[src/rtl/jcs_pkg.sv]
// ----------------------------------------------------------------------------
// JSONC comment stripper package
// Character codes and the types shared between the scanner and the top level.
// ----------------------------------------------------------------------------
`default_nettype none

package jcs_pkg;

  localparam logic [7:0] ChQuote     = 8'h22;
  localparam logic [7:0] ChSlash     = 8'h2F;
  localparam logic [7:0] ChStar      = 8'h2A;
  localparam logic [7:0] ChBackslash = 8'h5C;
  localparam logic [7:0] ChNewline   = 8'h0A;

  // One kept character together with its framing flags.
  typedef struct packed {
    logic [7:0] data;
    logic       run_end;
    logic       text_end;
  } jcs_res_t;

  // What the scanner makes of the byte on its input this cycle.
  typedef struct packed {
    logic [1:0]      count;
    jcs_res_t [1:0]  res;
    logic            plain;
  } jcs_scan_t;

endpackage

`default_nettype wire

[src/rtl/jcs_if.sv]
// ----------------------------------------------------------------------------
// JSONC comment stripper channels
// Valid/ready channels for the input bytes and for the kept bytes.
// ----------------------------------------------------------------------------
`default_nettype none

interface jcs_in_if;
  logic       valid;
  logic       ready;
  logic [7:0] in_byte;
  logic       in_last;

  modport source (output valid, output in_byte, output in_last, input ready);
  modport sink (input valid, input in_byte, input in_last, output ready);
endinterface

interface jcs_out_if;
  logic       valid;
  logic       ready;
  logic [7:0] out_byte;
  logic       run_end;
  logic       text_end;

  modport source (output valid, output out_byte, output run_end, output text_end,
                  input ready);
  modport sink (input valid, input out_byte, input run_end, input text_end,
                output ready);
endinterface

`default_nettype wire

[src/rtl/jcs_scanner.sv]
// ----------------------------------------------------------------------------
// JSONC comment stripper scanner
// Holds the scan mode and decides, per byte, which characters are kept.
// ----------------------------------------------------------------------------
`default_nettype none

module jcs_scanner (
  input  wire logic               clk_i,
  input  wire logic               rst_ni,
  input  wire logic               take_i,
  input  wire logic [7:0]         byte_i,
  input  wire logic               last_i,
  output jcs_pkg::jcs_scan_t      scan_o
);
  import jcs_pkg::*;

  typedef enum logic [2:0] {
    ModePlain  = 3'd0,
    ModeSlash  = 3'd1,
    ModeString = 3'd2,
    ModeEscape = 3'd3,
    ModeLine   = 3'd4,
    ModeBlock  = 3'd5,
    ModeBstar  = 3'd6
  } mode_e;

  mode_e     mode_q, mode_d;
  logic [1:0] count;
  jcs_res_t  res0, res1;

  always_comb begin
    mode_d = mode_q;
    count  = 2'd0;
    res0   = '{data: byte_i, run_end: 1'b0, text_end: 1'b0};
    res1   = '{data: byte_i, run_end: 1'b0, text_end: 1'b0};
    if (last_i) begin
      // The final byte is always kept; a held slash survives unless a comment opens.
      if (mode_q == ModeSlash && byte_i != ChStar && byte_i != ChSlash) begin
        res0.data     = ChSlash;
        res1.text_end = 1'b1;
        count         = 2'd2;
      end else begin
        res0.text_end = 1'b1;
        count         = 2'd1;
      end
      mode_d = ModePlain;
    end else begin
      case (mode_q)
        ModeSlash: begin
          if (byte_i == ChStar) begin
            mode_d = ModeBlock;
          end else if (byte_i == ChSlash) begin
            mode_d = ModeLine;
          end else begin
            res0.data = ChSlash;
            count     = 2'd2;
            mode_d    = (byte_i == ChQuote) ? ModeString : ModePlain;
          end
        end
        ModeString: begin
          count = 2'd1;
          if (byte_i == ChBackslash) begin
            mode_d = ModeEscape;
          end else if (byte_i == ChQuote) begin
            mode_d = ModePlain;
          end
        end
        ModeEscape: begin
          count  = 2'd1;
          mode_d = ModeString;
        end
        ModeLine: begin
          if (byte_i == ChNewline) begin
            count  = 2'd1;
            mode_d = ModePlain;
          end
        end
        ModeBlock: begin
          if (byte_i == ChStar) begin
            mode_d = ModeBstar;
          end
        end
        ModeBstar: begin
          if (byte_i == ChSlash) begin
            mode_d = ModePlain;
          end else if (byte_i != ChStar) begin
            mode_d = ModeBlock;
          end
        end
        default: begin
          if (byte_i == ChSlash) begin
            mode_d = ModeSlash;
          end else begin
            count  = 2'd1;
            mode_d = (byte_i == ChQuote) ? ModeString : ModePlain;
          end
        end
      endcase
    end
    if (count == 2'd2) begin
      res1.run_end = 1'b1;
    end else begin
      res0.run_end = 1'b1;
    end
  end

  always_ff @(posedge clk_i or negedge rst_ni) begin
    if (!rst_ni) begin
      mode_q <= ModePlain;
    end else if (take_i) begin
      mode_q <= mode_d;
    end
  end

  assign scan_o = '{count: count, res: {res1, res0}, plain: (mode_q == ModePlain)};

endmodule

`default_nettype wire

[src/rtl/jsonc_comment_stripper.sv]
// ----------------------------------------------------------------------------
// JSONC comment stripper
// Removes line and block comments from a JSONC byte stream.
// ----------------------------------------------------------------------------
// One byte is taken per request on in_i; the scan mode is updated in the
// same cycle and the kept characters (none, one or two) go into a
// two-entry result register that drives out_o. A byte that yields one or
// no character leaves room for the next, so text streams at one byte per
// cycle while the sink keeps up. A held slash that turns out not to open
// a comment yields two characters, and the input waits until the single
// output port has drained the first from the result register. run_end
// marks the last character a byte produced and text_end marks the byte
// that was flagged in_last; the next byte begins a new text in plain mode.
`default_nettype none

module jsonc_comment_stripper (
  input wire logic   clk_i,
  input wire logic   rst_ni,
  jcs_in_if.sink     in_i,
  jcs_out_if.source  out_o
);
  import jcs_pkg::*;

  jcs_scan_t  scan;
  logic       take;
  logic       pop;
  logic [1:0] count_q, count_d;
  jcs_res_t   head_q, head_d;
  jcs_res_t   tail_q, tail_d;

  assign pop        = out_o.valid && out_o.ready;
  assign in_i.ready = (count_q == 2'd0) || (count_q == 2'd1 && out_o.ready);
  assign take       = in_i.valid && in_i.ready;

  jcs_scanner u_scanner (
    .clk_i  (clk_i),
    .rst_ni (rst_ni),
    .take_i (take),
    .byte_i (in_i.in_byte),
    .last_i (in_i.in_last),
    .scan_o (scan)
  );

  always_comb begin
    count_d = count_q;
    head_d  = head_q;
    tail_d  = tail_q;
    if (take) begin
      // The register is empty or empties this cycle, so the new characters replace it.
      count_d = scan.count;
      head_d  = scan.res[0];
      tail_d  = scan.res[1];
    end else if (pop) begin
      count_d = count_q - 2'd1;
      head_d  = tail_q;
    end
  end

  always_ff @(posedge clk_i or negedge rst_ni) begin
    if (!rst_ni) begin
      count_q <= 2'd0;
    end else begin
      count_q <= count_d;
    end
  end

  always_ff @(posedge clk_i) begin
    head_q <= head_d;
    tail_q <= tail_d;
  end

  assign out_o.valid    = (count_q != 2'd0);
  assign out_o.out_byte = head_q.data;
  assign out_o.run_end  = head_q.run_end;
  assign out_o.text_end = head_q.text_end;

  a_full_blocks_input : assert property (@(posedge clk_i) disable iff (!rst_ni)
    count_q == 2'd2 |-> !in_i.ready)
    else $error("input taken while two characters wait");

  a_pair_head_open : assert property (@(posedge clk_i) disable iff (!rst_ni)
    count_q == 2'd2 |-> !head_q.run_end && tail_q.run_end)
    else $error("two-character run framed wrongly");

  a_text_end_closes_run : assert property (@(posedge clk_i) disable iff (!rst_ni)
    out_o.valid && out_o.text_end |-> out_o.run_end)
    else $error("text end not on the last character of its run");

  a_last_resets_mode : assert property (@(posedge clk_i) disable iff (!rst_ni)
    take && in_i.in_last |=> scan.plain)
    else $error("scan mode not plain after the final byte");

endmodule

`default_nettype wire

[src/flat_wrapper.sv]
// flat-port wrapper written by rule: the top's interface ports become plain ports
module jsonc_comment_stripper_flat import jcs_pkg::*;
  (clk_i, rst_ni, in_i_valid, in_i_in_byte, in_i_in_last, in_i_ready, out_o_valid, out_o_out_byte, out_o_run_end, out_o_text_end, out_o_ready);
  jcs_in_if in_i_i ();
  jcs_out_if out_o_i ();
  input wire logic clk_i;
  input wire logic rst_ni;
  input wire logic [$bits(in_i_i.valid)-1:0] in_i_valid;
  input wire logic [$bits(in_i_i.in_byte)-1:0] in_i_in_byte;
  input wire logic [$bits(in_i_i.in_last)-1:0] in_i_in_last;
  output wire logic [$bits(in_i_i.ready)-1:0] in_i_ready;
  output wire logic [$bits(out_o_i.valid)-1:0] out_o_valid;
  output wire logic [$bits(out_o_i.out_byte)-1:0] out_o_out_byte;
  output wire logic [$bits(out_o_i.run_end)-1:0] out_o_run_end;
  output wire logic [$bits(out_o_i.text_end)-1:0] out_o_text_end;
  input wire logic [$bits(out_o_i.ready)-1:0] out_o_ready;
  assign in_i_i.valid = in_i_valid;
  assign in_i_i.in_byte = in_i_in_byte;
  assign in_i_i.in_last = in_i_in_last;
  assign in_i_ready = in_i_i.ready;
  assign out_o_valid = out_o_i.valid;
  assign out_o_out_byte = out_o_i.out_byte;
  assign out_o_run_end = out_o_i.run_end;
  assign out_o_text_end = out_o_i.text_end;
  assign out_o_i.ready = out_o_ready;
  jsonc_comment_stripper u_core (.clk_i(clk_i), .rst_ni(rst_ni), .in_i(in_i_i), .out_o(out_o_i));
endmodule
[config.mk]
export PLATFORM = sky130hd
export DESIGN_NAME = jsonc_comment_stripper_flat
export DESIGN_NICKNAME = d
export VERILOG_FILES = /design/src/rtl/jcs_pkg.sv /design/src/rtl/jcs_if.sv /design/src/rtl/jcs_scanner.sv /design/src/rtl/jsonc_comment_stripper.sv /design/src/flat_wrapper.sv
export SDC_FILE = /design/constraint.sdc
export NUM_CORES = 1
export LEC_CHECK = 0
export BUFFER_PORTS_ARGS = -buffer_cell sky130_fd_sc_hd__buf_2
export CAP_MARGIN = 20
export CORE_MARGIN = 5
export CORE_UTILIZATION = 45
export DETAILED_ROUTE_END_ITERATION = 8
export GPL_TIMING_DRIVEN = 1
export PLACE_DENSITY = 0.69
export SLEW_MARGIN = 20
export SYNTH_ARGS = -nofsm -noshare
export SYNTH_HDL_FRONTEND = slang
export SYNTH_SLANG_ARGS = --single-unit
[constraint.sdc]
create_clock -name clk_i -period 2 [get_ports clk_i]
set_input_delay 0.3 -clock clk_i [delete_from_list [all_inputs] [get_ports clk_i]]
set_output_delay 0.3 -clock clk_i [all_outputs]
set_load 0.005 [all_outputs]
==> flow_metrics.py, run 1 <==
metrics = {
    "global_routing": {
        "grtUsageTotal_pct": 15.3,
        "grt_start_max_net_pins": 15,
        "antenna_found_initial": 0,
        "grt_overflow": 0,
        "grt_pass1_vias": 1127,
        "grt_pass1_wl_um": 5110,
    },
    "drt": {
        "drt-initial-drc-count": 60,
        "via_count": 1156,
        "drcViolationCount": 0,
        "drt_wl_total_um": 3060,
        "wl_per_cell_um": 15.5,
        "vias_per_cell": 5.84,
        "dr.pass1.iters": 4,
        "ant_nets": 0,
    },
    "clock_tree": {
        "numCtsBuffers": 3,
        "clock_path_buffers": 2,
        "path_clk_slew_ns": 0.12,
        "cts_tree": "built",
        "cts_sinks": 25,
        "post_cts_resized": 0,
        "worstSkewPairLatency_ns": 0.30,
        "post_cts_buffers": 0,
        "cts_max_level": 1,
        "cts-root-buf": "clkbuf_4",
    },
    "synth": {
        "postSynthNetCount": 134,
        "synth_cell_types": 44,
        "syn_area_mm2": 0.00138,
        "yosys_register_bits": 25,
        "async_reset_ff_share_pct": 20.0,
        "netlist_instances": 119,
        "synth-main-ff-cell": "edfxtp_1",
        "ys_seq_area_share_pct": 52.5,
        "ys_warn_count": 0,
        "synth.avg_cell_area_um2": 11.6,
        "synth_edf_count": 20,
    },
    "critical_path": {
        "path_max_fanout": 5,
        "worstPathArrival_ns": 2.13,
        "crit_required_ns": 2.22,
        "worstSetupStartpointType": "input port",
        "crit_chain": "buf_2 > or4b_1 > or4b_1 > o31ai_1 > a21oi_1 > o22ai_1",
        "worstSetupPathType": "in -> reg",
        "rr_endpoint": "u_core.out_o.run_end",
        "r2r-start": "u_core.u_scanner.mode_q[0]",
        "slowest_delay_ns": 0.66,
        "rr_worst_depth": 4,
        "path_common_cell": "or4b_1",
        "reg2reg_slack_ns": 0.16,
        "end_kind": "flip-flop",
        "cp_num_buf_inv": 1,
        "crit_family": "simple AND/OR/NAND/NOR gates",
        "slowest_stage": "or4b_1",
    },
    "die": {
        "pin_count": 25,
        "rows": 20,
        "die_w_um": 65.4,
        "die_h_um": 65.4,
        "die_area_mm2": 0.00428,
        "start_util_pct": 46.0,
        "core_area_mm2": 0.00300,
    },
    "sta": {
        "rsz0062_at_grt": "false",
        "slew_headroom_pct": 57.8,
        "worst_hold_slack_ns": 0.265,
        "layout_min_cycle_time_ns": 1.91,
        "worst_pin_slew_ns": 0.629,
        "setup_viol": 0,
        "fmax_mhz": 523,
        "fin_crit_sh_pct": 95.5,
        "slew_viol_final": 0,
        "hold_viol": 0,
        "fin_worst_skew_ns": 0.0122,
    },
    "power": {
        "p_total_mw": 1.60,
        "vdd_drop_max_mv": 0.323,
        "power.density_mw_per_mm2": 941,
        "leakage_nw": 0.670,
    },
    "worst_hold_path": {
        "hold_class": "in -> reg",
        "worstHoldPathCells": 2,
        "min_from": "in_i_in_last",
        "holdPathEnd": "u_core.count_q[0]",
    },
    "status": {
        "status": "finished clean",
    },
    "final_layout": {
        "drive_above_1_share_pct": 38.2,
        "synthToLayoutAreaGrowth_pct": 23.0,
        "final_nets": 181,
        "diodes": 0,
        "final_area_mm2": 0.00170,
    },
    "placed_design": {
        "io_buffers": 24,
        "dp_hpwl_um": 2430,
        "dpl-instance-area_mm2": 0.00166,
        "gp_congestion": 0.930,
    },
    "flow_run": {
        "maxCapViolations": 0,
    },
}
[what timing repair did]
item / 4_1_cts / 5_1_grt
hold buffers: 1 / 0
hold endpoints to repair: 5 / 0
endpoints found under the setup margin: 0 / 0
[report_power, final]
part	internal [mW]	switching, mW	total [mW]
Combinational	0.290	0.322	0.613
Clock	0.0776	0.134	0.212
Sequential	0.736	0.0397	0.776
Total	1.10	0.496	1.60
[state kept, by name (all words and copies together), names as in the netlist]
register,flops
u_core.count_q,2
u_core.out_o.out_byte,8
u_core.out_o.run_end,1
u_core.out_o.text_end,1
u_core.tail_q,10
u_core.u_scanner.mode_q,3
[how the worst max path moves through the flow]
stage	start	endpoint	slack, ns	cells after the start
final	in_i_in_byte[4]	u_core.u_scanner.mode_q[1]	0.09	6
after global routing	u_core.u_scanner.mode_q[0]	u_core.out_o.run_end	0.04	4
after CTS	in_i_in_byte[4]	u_core.u_scanner.mode_q[1]	0.09	6
after detailed placement	in_i_in_byte[4]	u_core.u_scanner.mode_q[1]	-0.23	6
after global placement	in_i_in_byte[4]	u_core.u_scanner.mode_q[1]	-0.16	6
after floorplan	in_i_in_byte[4]	u_core.u_scanner.mode_q[0]	-0.006	6
[stage by stage]
stage               setup slack, ns  utilization, %  setup TNS [ns]  std cells
floorplan                  -0.00629               -        -0.00629        119
global placement             -0.157            55.4          -0.827        193
detailed placement           -0.226            55.4           -1.08        193
CTS                          0.0909            56.6               0        198
global route                 0.0387            56.6               0        198
finish                       0.0893            56.6               0        198
[worst register-to-register path, stage by stage (launching register included)]
cell and delay, ns:
dfrtp_1 0.53, nand2_1 0.20, nor3_1 0.57, nand2_1 0.17
o21a_1 0.14
[final cells by class]
type / instances / area [um^2]
clock buffer: 4 / 26.3
fill: 256 / 1300
inverter: 8 / 30.0
multi-input combinational: 81 / 582
sequential: 25 / 726
tap: 33 / 41.3
timing repair buffer: 47 / 295
[cells in the final DEF, fill, tap and decap left out, types with 2 or more instances in the layout]
cell	n
buf_2	24
buf_4	22
edfxtp_1	20
nor2_1	9
nand2_1	8
inv_1	7
o21ai_0	6
dfrtp_1	5
nor3_1	3
o22a_1	3
nor4_1	3
a21oi_1	3
o2bb2ai_1	3
clkbuf_4	3
a21o_2	2
nand4_1	2
or4b_1	2
o31ai_1	2
a211oi_1	2
or2_2	2
a22o_1	2
mux2_2	2
or2b_2	2
nand3_1	2
o2111ai_1	2
ha_1	2
[synthesized netlist by cell type (all sizes together), types with 2 or more instances]
| library cell | instances | share of area (%) |
|---|---|---|
| a211oi | 2 | 1.1 |
| inv | 7 | 1.9 |
| dfrtp | 5 | 9.0 |
| o22a | 3 | 1.9 |
| nor3 | 3 | 1.1 |
| buf | 4 | 3.3 |
| a21o | 2 | 1.3 |
| mux2 | 2 | 1.6 |
| or2b | 2 | 1.3 |
| edfxtp | 20 | 43 |
| nand4 | 2 | 0.90 |
| nand3 | 2 | 0.72 |
| or4b | 2 | 1.4 |
| o2111ai | 2 | 1.3 |
| o21ai | 6 | 2.2 |
| or2 | 2 | 0.90 |
| o2bb2ai | 3 | 1.9 |
| nand2 | 8 | 2.2 |
| ha | 2 | 1.8 |
| nor2 | 9 | 2.4 |
| a21oi | 4 | 1.4 |
| o31ai | 2 | 1.1 |
| nor4 | 4 | 2.9 |
| a22o | 3 | 2.0 |
[routing by layer]
| layer | track usage [%] | vias up | share of wire [%] |
|---|---|---|---|
| met5 | 0 | - | 0 |
| met4 | 5.96 | 0 | 1.1 |
| met3 | 1.54 | 2 | 5.6 |
| met2 | 25.3 | 34 | 50 |
| met1 | 20.5 | 555 | 43 |
| li1 | - | 565 | - |
[logic make-up after synthesis]
logic type | count (synthesis) | synth area share (%)
compound gates | 37 | 20.5
buf+inv | 13 | 5.70
xor+xnor | 1 | 0.634
fa+ha+maj | 2 | 1.81
simple gates | 39 | 17.3
flops | 25 | 52.5
mux | 2 | 1.63
Note: power is estimated with default switching activity, not from simulation.
==> run 2, diff against run 1 <==
--- a/config.mk
+++ b/config.mk
@@ -7,11 +7,13 @@
 export LEC_CHECK = 0
 export BUFFER_PORTS_ARGS = -buffer_cell sky130_fd_sc_hd__buf_2
 export CAP_MARGIN = 20
+export CELL_PAD_IN_SITES_DETAIL_PLACEMENT = 1
+export CELL_PAD_IN_SITES_GLOBAL_PLACEMENT = 2
 export CORE_MARGIN = 5
-export CORE_UTILIZATION = 45
+export CORE_UTILIZATION = 32
 export DETAILED_ROUTE_END_ITERATION = 8
 export GPL_TIMING_DRIVEN = 1
-export PLACE_DENSITY = 0.69
+export PLACE_DENSITY_LB_ADDON = 0.1
 export SLEW_MARGIN = 20
 export SYNTH_ARGS = -nofsm -noshare
 export SYNTH_HDL_FRONTEND = slang
==> run 2 against run 1 <==
Against the previous run: design area is 2.7% higher; clock power is 40% higher; count of clock-buffer cells in the layout is 1 lower; critical path type unchanged; largest power group unchanged; via count is 1.4% lower; utilization is 16 points lower; highest routed layer unchanged; register-to-register slack hardly changed; sequential power hardly changed.
==> flow_metrics.py, run 2 (same netlist as run 1, synthesis figures left out) <==
metrics = {
    "drt": {
        "drcViolationCount": 0,
        "dr.pass1.iters": 4,
        "via_count": 1140,
        "ant_nets": 0,
        "wl_per_cell_um": 16.5,
        "drt-initial-drc-count": 54,
        "vias_per_cell": 5.28,
        "drt_wl_total_um": 3560,
    },
    "power": {
        "p_int_mw": 1.15,
        "pwr-share-comb_pct": 35.7,
        "p_seq_share_pct": 46.6,
        "power.density_mw_per_mm2": 956,
        "power_frac_clock_pct": 17.7,
        "vdd_drop_max_mv": 0.271,
        "p_sw_share_pct": 31.1,
        "leakage_nw": 0.678,
        "switching_power_uw": 520,
    },
    "sta": {
        "layout_min_cycle_time_ns": 1.86,
        "worst_pin_slew_ns": 0.686,
        "hold_viol": 0,
        "rsz0062_at_grt": "false",
        "fmax_mhz": 538,
        "fin_worst_skew_ns": 0.00601,
        "fin_crit_sh_pct": 92.9,
        "slew_headroom_pct": 53.9,
        "slew_viol_final": 0,
        "setup_viol": 0,
        "fin_ws_ns": 0.142,
    },
    "status": {
        "status": "finished clean",
    },
    "placed_design": {
        "pre_cts_slack_ns": -0.246,
        "io_buffers": 24,
        "dp_hpwl_um": 2770,
        "dpl-instance-area_mm2": 0.00168,
        "gp_congestion": 0.839,
    },
    "global_routing": {
        "grt_start_max_net_pins": 19,
        "grt_pass1_wl_um": 5800,
        "grtUsageTotal_pct": 13.4,
        "antenna_found_initial": 0,
        "grt_overflow": 0,
        "grt_pass1_vias": 1171,
    },
    "clock_tree": {
        "cts-root-buf": "clkbuf_8",
        "cts_max_level": 1,
        "post_cts_buffers": 0,
        "cts_tree": "built",
        "cts_sinks": 25,
        "clock_path_buffers": 2,
        "path_clk_slew_ns": 0.08,
        "numCtsBuffers": 3,
        "worstSkewPairLatency_ns": 0.27,
    },
    "die": {
        "rows": 24,
        "die_h_um": 75.7,
        "die_w_um": 75.7,
        "core_area_mm2": 0.00426,
        "start_util_pct": 32.4,
        "die_area_mm2": 0.00574,
        "pin_count": 25,
    },
    "critical_path": {
        "slowest_stage": "or4b_4",
        "worstPathArrival_ns": 2.01,
        "end_kind": "flip-flop",
        "worstSetupPathType": "in -> reg",
        "rr_worst_depth": 7,
        "worstSetupStartpointType": "input port",
        "crit_required_ns": 2.15,
        "path_max_fanout": 6,
        "slowest_delay_ns": 0.60,
        "crit_chain": "buf_2 > or4b_4 > or4b_1 > o2bb2ai_1 > or4_4 > o22ai_1",
    },
    "worst_hold_path": {
        "worstHoldPathCells": 2,
        "hold_class": "in -> reg",
    },
    "final_layout": {
        "diodes": 0,
        "synthToLayoutAreaGrowth_pct": 26.3,
        "final_common_cell": "buf_2",
        "largest_reg_flops": 10,
        "mostFrequentLayoutCells": "buf_2 (24), buf_4 (21), edfxtp_1 (20), nor2_1 (9), nand2_1 (8)",
        "largest_register": "u_core.tail_q",
        "final_area_mm2": 0.00175,
        "final_nets": 180,
        "drive_above_1_share_pct": 39.6,
    },
    "flow_run": {
        "maxCapViolations": 0,
    },
}
==> run 2: worst max-delay path: cells and delay by family <==
kind	cells	cell delay, ns
and+or+nand+nor	3	1.32
AOI/OAI and AO/OA	2	0.28
buffers and inverters	1	0.11
==> run 2: final timing paths <==
check / from / endpoint / slack [ns]
worst max-delay path: in_i_in_byte[4] / u_core.u_scanner.mode_q[1] / 0.14
worst min-delay path: in_i_in_last / u_core.count_q[0] / 0.31
worst max register to register: u_core.count_q[0] / u_core.out_o.out_byte[5] / 0.17
worst min register to register: u_core.tail_q[4] / u_core.out_o.out_byte[2] / 0.54
max in group asynchronous: rst_ni / u_core.u_scanner.mode_q[0] / 1.49
min in group asynchronous: rst_ni / u_core.count_q[1] / 0.37
==> run 2: area by class of cell <==
cell class              count  area, um^2
clock buffers               3        41.3
inverters                   8        30.0
fillers                   492        2520
flip-flops and latches     25         726
clock inverters             1        5.00
multi-input cells          81         592
well taps                  52        65.1
repair buffers             46         288
==> run 2: timing repair <==
item / CTS / global route
gates resized for setup: 0 / 2
setup endpoints to repair: 0 / 3
endpoints found under the hold margin: 5 / 0
hold buffers: 1 / 0
==> run 2: per-stage QoR <==
stage	setup TNS [ns]	power, mW	hold WS [ns]	std cells	utilization [%]
floorplan	-0.00629	1.17	0.00441	119	-
global placement	-1.24	1.37	0.119	211	39.4
detailed placement	-1.51	1.39	0.124	211	39.4
CTS	0	1.70	0.306	216	40.7
global route	0	1.79	0.306	216	41.0
finish	0	1.67	0.307	216	41.0
==> run 2: power groups by stage <==
stage / logic (mW) / registers (mW) / clock network [mW]
floorplan: 0.371 / 0.796 / 0
global placement: 0.585 / 0.786 / 0
detailed placement: 0.602 / 0.792 / 0
CTS: 0.608 / 0.779 / 0.308
global route: 0.667 / 0.795 / 0.329
finish: 0.596 / 0.777 / 0.296
==> run 2: layer usage <==
metal  global-route usage (%)  vias to the layer above  wire [um]
li1                         -                      560          -
met1                     17.2                      562       1650
met2                     23.5                       16       1770
met3                     1.58                        2         99
met4                     4.08                        0         34
met5                        0                        -          0
==> run 3, diff against run 2 <==
--- a/config.mk
+++ b/config.mk
@@ -5,6 +5,7 @@
 export SDC_FILE = /design/constraint.sdc
 export NUM_CORES = 1
 export LEC_CHECK = 0
+export ABC_AREA = 1
 export BUFFER_PORTS_ARGS = -buffer_cell sky130_fd_sc_hd__buf_2
 export CAP_MARGIN = 20
 export CELL_PAD_IN_SITES_DETAIL_PLACEMENT = 1
==> constraint.sdc (replaced) <==
create_clock -name clk_i -period 1.94 [get_ports clk_i]
set_input_delay 0.291 -clock clk_i [delete_from_list [all_inputs] [get_ports clk_i]]
set_output_delay 0.291 -clock clk_i [all_outputs]
set_load 0.005 [all_outputs]
==> run 3 against run 2 <==
Against the previous run: clock skew up 0.0036 ns; critical endpoint is now u_core.out_o.run_end; count of clock-buffer cells in the layout stayed put; global-route usage shrank 0.35 points; design area shrank 0.93%; area after synthesis is 5.6% higher; critical path type is now reg -> reg; largest cell class unchanged; utilization fell by 1.5 points.
==> flow_metrics.py, run 3 <==
metrics = {
    "synth": {
        "yosysMostFrequentCell": "nand2_1",
        "async_reset_ff_share_pct": 20.0,
        "ys_seq_area_share_pct": 49.7,
        "synth.area.top_cells": "edfxtp_1 (41%), nand2_1 (15%), dfrtp_1 (8.6%)",
        "synth.avg_cell_area_um2": 8.07,
        "postSynthNetCount": 196,
        "netlist_instances": 181,
        "yosys_register_bits": 25,
        "syn_area_mm2": 0.00146,
        "synth_top_area_cell": "edfxtp_1",
        "synth_common_cells": "nand2_1 (57), nor2_1 (23), inv_1 (21), edfxtp_1 (20), nand3_1 (11)",
        "synth_edf_count": 20,
        "ys_warn_count": 0,
        "synth-main-ff-cell": "edfxtp_1",
        "yosysTopAreaCellShare_pct": 41.1,
        "synth_cell_types": 22,
    },
    "drt": {
        "dr.pass1.iters": 4,
        "via_count": 1272,
        "drt-initial-drc-count": 71,
        "vias_per_cell": 4.80,
        "ant_nets": 0,
        "drt_wl_total_um": 3700,
        "wl_per_cell_um": 14.0,
        "drcViolationCount": 0,
    },
    "clock_tree": {
        "numCtsBuffers": 3,
        "cts_hold_repair.buffers": 1,
        "clock_path_buffers": 2,
        "cts_tree": "built",
        "worstSkewPairLatency_ns": 0.28,
        "cts-root-buf": "clkbuf_8",
        "post_cts_resized": 0,
        "cts_sinks": 25,
        "path_clk_slew_ns": 0.10,
        "post_cts_buffers": 0,
        "cts_max_level": 1,
    },
    "critical_path": {
        "crit_chain": "inv_1 > ha_1 > inv_1 > nand2_1 > nand2_1 > inv_1 > buf_4 > nand2_1 > o21a_1",
        "worstSetupStartpointType": "flip-flop",
        "crit_required_ns": 1.97,
        "end_kind": "flip-flop",
        "worstSetupPathType": "reg -> reg",
        "cp_num_buf_inv": 4,
        "slowest_delay_ns": 0.42,
        "slowest_stage": "dfrtp_1",
        "cp.depth": 9,
        "worstPathArrival_ns": 1.72,
        "rr_worst_depth": 9,
        "reg2reg_slack_ns": 0.25,
        "crit_family": "buffers and inverters",
        "path_max_fanout": 12,
    },
    "final_layout": {
        "drive_above_1_share_pct": 26.3,
        "final_area_mm2": 0.00173,
        "fin_cells": 265,
        "diodes": 0,
        "mostFrequentLayoutCells": "nand2_1 (57), buf_2 (24), nor2_1 (23), inv_1 (21), edfxtp_1 (20)",
        "final_common_cell": "nand2_1",
        "synthToLayoutAreaGrowth_pct": 18.5,
        "fill_cells": 552,
        "largest_reg_flops": 10,
        "largest_register": "u_core.tail_q",
        "final_nets": 229,
    },
    "global_routing": {
        "grt_pass1_vias": 1322,
        "grt_pass1_wl_um": 6330,
        "grtUsageTotal_pct": 13.0,
        "grt_start_max_net_pins": 16,
        "antenna_found_initial": 0,
        "grt_overflow": 0,
    },
    "sta": {
        "slew_headroom_pct": 82.9,
        "hold_viol": 0,
        "fmax_mhz": 593,
        "fin_worst_skew_ns": 0.00965,
        "fin_setup_tns_ns": 0,
        "fin_crit_sh_pct": 86.9,
        "slew_viol_final": 0,
        "worst_pin_slew_ns": 0.255,
        "layout_min_cycle_time_ns": 1.69,
        "setup_viol": 0,
        "rsz0062_at_grt": "false",
    },
    "placed_design": {
        "gp_congestion": 0.769,
        "dp_hpwl_um": 3030,
        "io_buffers": 24,
        "dpl-instance-area_mm2": 0.00167,
        "place_inst": 260,
    },
    "worst_hold_path": {
        "hold_class": "in -> reg",
        "worstHoldPathCells": 1,
    },
    "die": {
        "die_w_um": 77.6,
        "rows": 24,
        "pin_count": 25,
        "start_util_pct": 33.3,
        "die_h_um": 77.6,
        "die_area_mm2": 0.00601,
        "core_area_mm2": 0.00438,
    },
    "power": {
        "vdd_drop_max_mv": 0.279,
        "p_total_mw": 1.90,
        "power.density_mw_per_mm2": 1100,
        "leakage_nw": 0.812,
    },
    "status": {
        "status": "finished clean",
    },
    "flow_run": {
        "maxCapViolations": 0,
    },
}
## run 3: changes by cell type in the layout (fill, tap and decap cells not counted), sizes merged, moves of 4 or more
cell,previous run,this run
nor4,4,0
nor2,9,29
inv,7,24
nand3,2,14
buf,45,29
nand2,8,67
## run 3: layout make-up
| cell class | count | area, um^2 | share of cell area (%) |
|---|---|---|---|
| multi-input cells | 129 | 629 | 36.4 |
| well taps | 52 | 65.1 | 3.76 |
| clock inverters | 1 | 7.51 | 0.434 |
| clock buffers | 3 | 41.3 | 2.39 |
| repair buffers | 30 | 168 | 9.69 |
| inverters | 25 | 93.8 | 5.42 |
| flip-flops and latches | 25 | 726 | 41.9 |
## run 3: metrics by stage
stage | worst slack, ns | utilization, % | hold WS [ns]
floorplan | 0.306 | - | -0.00459
global placement | 0.343 | 38.1 | 0.107
detailed placement | 0.238 | 38.1 | 0.113
CTS | 0.222 | 39.5 | 0.222
global route | 0.109 | 39.5 | 0.210
finish | 0.255 | 39.5 | 0.227
## run 3: worst register-to-register path: stages, from the launching register on
cell     delay (ns)
dfrtp_1        0.42
inv_1          0.07
ha_1           0.17
inv_1          0.07
nand2_1        0.09
nand2_1        0.07
inv_1          0.15
buf_4          0.22
nand2_1        0.09
o21a_1         0.10
## run 3: final timing paths
kind,to,from
worst max register to register,u_core.out_o.run_end,u_core.count_q[0]
worst min register to register,u_core.out_o.out_byte[2],u_core.tail_q[4]
min in group asynchronous,u_core.count_q[0],rst_ni
worst max-delay path,u_core.out_o.run_end,u_core.count_q[0]
worst min-delay path,u_core.tail_q[9],in_i_in_byte[7]
max in group asynchronous,u_core.u_scanner.mode_q[1],rst_ni
## run 3: per-layer routing
metal | wire length, um | share of wire, % | track usage [%] | vias up
met2 | 1840 | 50 | 22.2 | 27
met3 | 150 | 4.1 | 1.85 | 5
met4 | 49 | 1.3 | 5.15 | 0
met5 | 0 | 0 | 0 | -
li1 | - | - | - | 641
met1 | 1650 | 45 | 16.6 | 599
## run 3: report_power, final
| part | internal, mW | switching [mW] | total [mW] |
|---|---|---|---|
| registers | 0.801 | 0.0536 | 0.854 |
| logic | 0.274 | 0.453 | 0.727 |
| clock network | 0.146 | 0.174 | 0.320 |
## run 3: cell families (layout without fill, tap and decap cells)
family | Yosys count | after routing | synth area share [%]
adders and majority gates | 2 | 2 | 1.71
AOI/OAI and AO/OA | 17 | 17 | 7.11
and+or+nand+nor | 110 | 110 | 34.3
buffers and inverters | 27 | 59 | 7.20
DFF | 25 | 25 | 49.7
